<file path="config.mk">
export PLATFORM = sky130hd
export DESIGN_NAME = tmvc_addr_unit
export DESIGN_NICKNAME = d
export VERILOG_FILES = /design/src/rtl/text_mode_video_console_assert.svh /design/src/rtl/tmvc_addr_unit.sv
export SDC_FILE = /design/constraint.sdc
export NUM_CORES = 1
export LEC_CHECK = 0
export ABC_AREA = 1
export ABC_CLOCK_PERIOD_IN_PS = 2050
export CORE_AREA = 10 10 47 49
export DETAILED_ROUTE_END_ITERATION = 8
export DIE_AREA = 0 0 57 59
export DONT_BUFFER_PORTS = 1
export GPL_TIMING_DRIVEN = 0
export PLACE_DENSITY = 0.52
export SYNTH_ARGS = -nofsm -noshare
export SYNTH_HDL_FRONTEND = slang
export SYNTH_SLANG_ARGS = --single-unit
</file>
<file path="constraint.sdc">
create_clock -name vclk -period 2.05
set_input_delay 0.1025 -clock vclk [all_inputs]
set_output_delay 0.1025 -clock vclk [all_outputs]
set_load 0.02 [all_outputs]
</file>
<file path="src/rtl/text_mode_video_console_assert.svh">
// Assertion macros shared by the console RTL.
// Depends on a clock named clock and a reset named reset in the including scope.
`ifndef TEXT_MODE_VIDEO_CONSOLE_ASSERT_SVH
`define TEXT_MODE_VIDEO_CONSOLE_ASSERT_SVH

// Check that cons holds in the same cycle as ante.
`define TMVC_ASSERT_SAME(lbl, ante, cons) \
   lbl: assert property (@(posedge clock) disable iff (reset) (ante) |-> (cons)) \
      else $error("console check failed");

// Check that cons holds in the cycle after ante.
`define TMVC_ASSERT_NEXT(lbl, ante, cons) \
   lbl: assert property (@(posedge clock) disable iff (reset) (ante) |=> (cons)) \
      else $error("console check failed");

`endif

</file>
<file path="src/rtl/tmvc_addr_unit.sv">
// Shared address unit: maps a row/column pair to a linear cell address
// and flags whether it lies inside the grid. Depends on nothing.
`timescale 1ns / 1ps

module tmvc_addr_unit #(
   parameter int COLUMNS = 80,
   parameter int ROWS    = 25,
   parameter int AW      = 11
) (
   input  logic [7:0]    row,
   input  logic [7:0]    col,
   output logic [AW-1:0] addr,
   output logic          in_grid
);

   logic [15:0] prod;

   assign prod    = 16'(row) * 16'(COLUMNS);
   assign addr    = AW'(prod + 16'(col));
   assign in_grid = ({1'b0, row} < 9'(ROWS)) && ({1'b0, col} < 9'(COLUMNS));

endmodule

</file>
==> impl_metrics.py <==
metrics = {
    "run_status": {
        "run_status": "finished clean",
    },
    "logic_synthesis": {
        "netlist.area_leader.share_pct": 26.7,
        "synth_area_per_cell_um2": 6.06,
        "yosysSeqAreaShare_pct": 0,
        "syn_nets": 114,
        "syn_inst": 85,
        "synth_area_um2": 515,
        "post-synth-top-count-cell": "nand2_1",
        "yosysWarnings": 0,
        "netlist_top_cells_area": "ha_1 (27%), nand2_1 (17%), inv_1 (12%), nand3_1 (8.7%), fa_1 (7.8%)",
        "synth_top_cell_by_area": "ha_1",
        "synthDistinctLibCells": 16,
        "synthTopCellsByCount": "nand2_1 (24), inv_1 (16), ha_1 (11)",
    },
    "final_layout": {
        "register_area_um2": 0,
        "area_growth_pct": 3.88,
        "nFillCells": 167,
        "fin_area_um2": 536,
        "layout-drive-gt1-share_pct": 9.41,
        "clkbuf_count": 0,
        "n_sequential_cell": 0,
        "antenna_cells": 0,
        "multiInputGateArea_um2": 425,
        "nNetsFinal": 116,
    },
    "pwr": {
        "leakage_nw": 0.325,
        "p_per_area_nw_per_um2": 414,
        "vdd_drop_max_mv": 0.177,
        "power.total_mw": 0.222,
    },
    "route": {
        "drc": 0,
        "wl_per_cell_um": 11.4,
        "vias_per_cell": 4.68,
        "dr_total_vias": 473,
        "drt-total-wl_mm": 1.15,
        "drtIter0Drc": 4,
        "drt-pass1-iter-count": 2,
        "antenna_left": 0,
    },
    "worst_hold_path": {
        "min_path_cells": 1,
        "hold_class": "in -> out",
        "whs_endpoint": "addr[3]",
        "hold_start": "col[3]",
    },
    "setup_path": {
        "setup.worst_path.end_class": "output port",
        "path_class": "in -> out",
        "crit_arrival_ps": 1730,
        "cp-start-kind": "primary input",
        "crit_fanout": 4,
        "critical_path_required_ps": 1950,
    },
    "sta": {
        "worst_slack_ps": 216,
        "slew_headroom_pct": 69.0,
        "slew_viol_final": 0,
        "hold_violations": 0,
        "fmax_mhz": 545,
        "setup_viol": 0,
        "worst_pin_slew_ps": 463,
        "fin_crit_ps": 1830,
        "rsz0062_at_grt": "false",
        "finalSetupTns_ps": 0,
        "period_share_pct": 89.5,
    },
    "grt": {
        "overflow": 0,
        "grt_use_met1_pct": 6.97,
        "busiest_layer": "met2",
        "grt_pass1_wl_mm": 2.09,
        "antenna_found_initial": 0,
        "met3_usage_pct": 1.72,
        "gr-usage-all-layers_pct": 7.03,
        "grt_max_degree": 6,
        "grtUsageMet2_pct": 14.9,
        "grt_pass1_vias": 476,
    },
    "floorplanning": {
        "die_x_um": 57,
        "std_cell_rows": 14,
        "fp.dieArea_um2": 3360,
        "fp.dieH_um": 59,
        "start_util_pct": 36.8,
        "core_area_um2": 1400,
        "boundaryPins": 28,
    },
    "placement": {
        "gp_congestion": 0.655,
        "hpwl_mm": 1.10,
        "pre_cts_slack_ps": 186,
        "port_buffers": 0,
        "placedInstanceArea_um2": 536,
    },
    "clock_tree": {
        "hold_buffers": 0,
        "cts_setup_buffers": 0,
        "cts-resized-gates": 0,
    },
    "run": {
        "max-cap-violations": 0,
    },
}
-- routing by layer --
layer | vias up | routed length, µm
met5 | - | 0
met3 | 0 | 76
met4 | 0 | 0
met2 | 8 | 642
met1 | 200 | 434
li1 | 265 | -
-- placed cells by master, fill, tap and decap left out, types with 2 or more instances in the layout --
| master | n |
|---|---|
| fa_1 | 2 |
| inv_1 | 16 |
| nor2_1 | 7 |
| ha_1 | 11 |
| nand2_2 | 2 |
| xor2_1 | 3 |
| nand3_1 | 9 |
| buf_4 | 4 |
| nand2_1 | 24 |
-- report_power, final --
| group | leakage [nW] | switching [mW] | internal, mW | total [mW] |
|---|---|---|---|---|
| logic | 0.325 | 0.149 | 0.0721 | 0.222 |
| clock network | 0 | 0 | 0 | 0 |
| registers | 0 | 0 | 0 | 0 |
| total | 0.325 | 0.149 | 0.0721 | 0.222 |
-- worst max-delay path, cell delays in order --
cell and delay [ps]:
ha_1 270, ha_1 290, ha_1 330, nand2_1 100
nand2_1 60, a21oi_2 160, xor2_1 420
-- per-stage QoR --
step | std cells | utilization [%] | hold WS (ps)
after detailed placement | 101 | 38.2 | 322
final | 101 | 38.2 | 320
after global routing | 101 | 38.2 | 323
after CTS | 101 | 38.2 | 322
after global placement | 101 | 38.2 | 322
after floorplan | 85 | - | 318
-- kinds of logic after synthesis --
group | after synthesis | share of synthesized area, %
and+or+nand+nor | 45 | 37.9
buffers and inverters | 20 | 17.5
adders and majority gates | 13 | 34.5
AOI/OAI and AO/OA | 4 | 5.10
xor gates and xnor gates | 3 | 5.10
-- how the worst max path moves through the flow --
stage	cells past startpoint	endpoint	from	slack, ps
floorplan	7	addr[8]	row[1]	310
global placement	7	addr[8]	row[1]	180
detailed placement	7	addr[8]	row[1]	190
CTS	7	addr[8]	row[1]	190
global route	9	addr[10]	row[1]	50
finish	7	addr[8]	row[1]	220
-- layout make-up --
cell class	instances	share of cell area, %
Inverter	16	11.2
Multi-Input combinational cell	65	79.4
Tap cell	16	3.74
Buffer	4	5.61
Note: power is estimated with default switching activity, not from simulation.
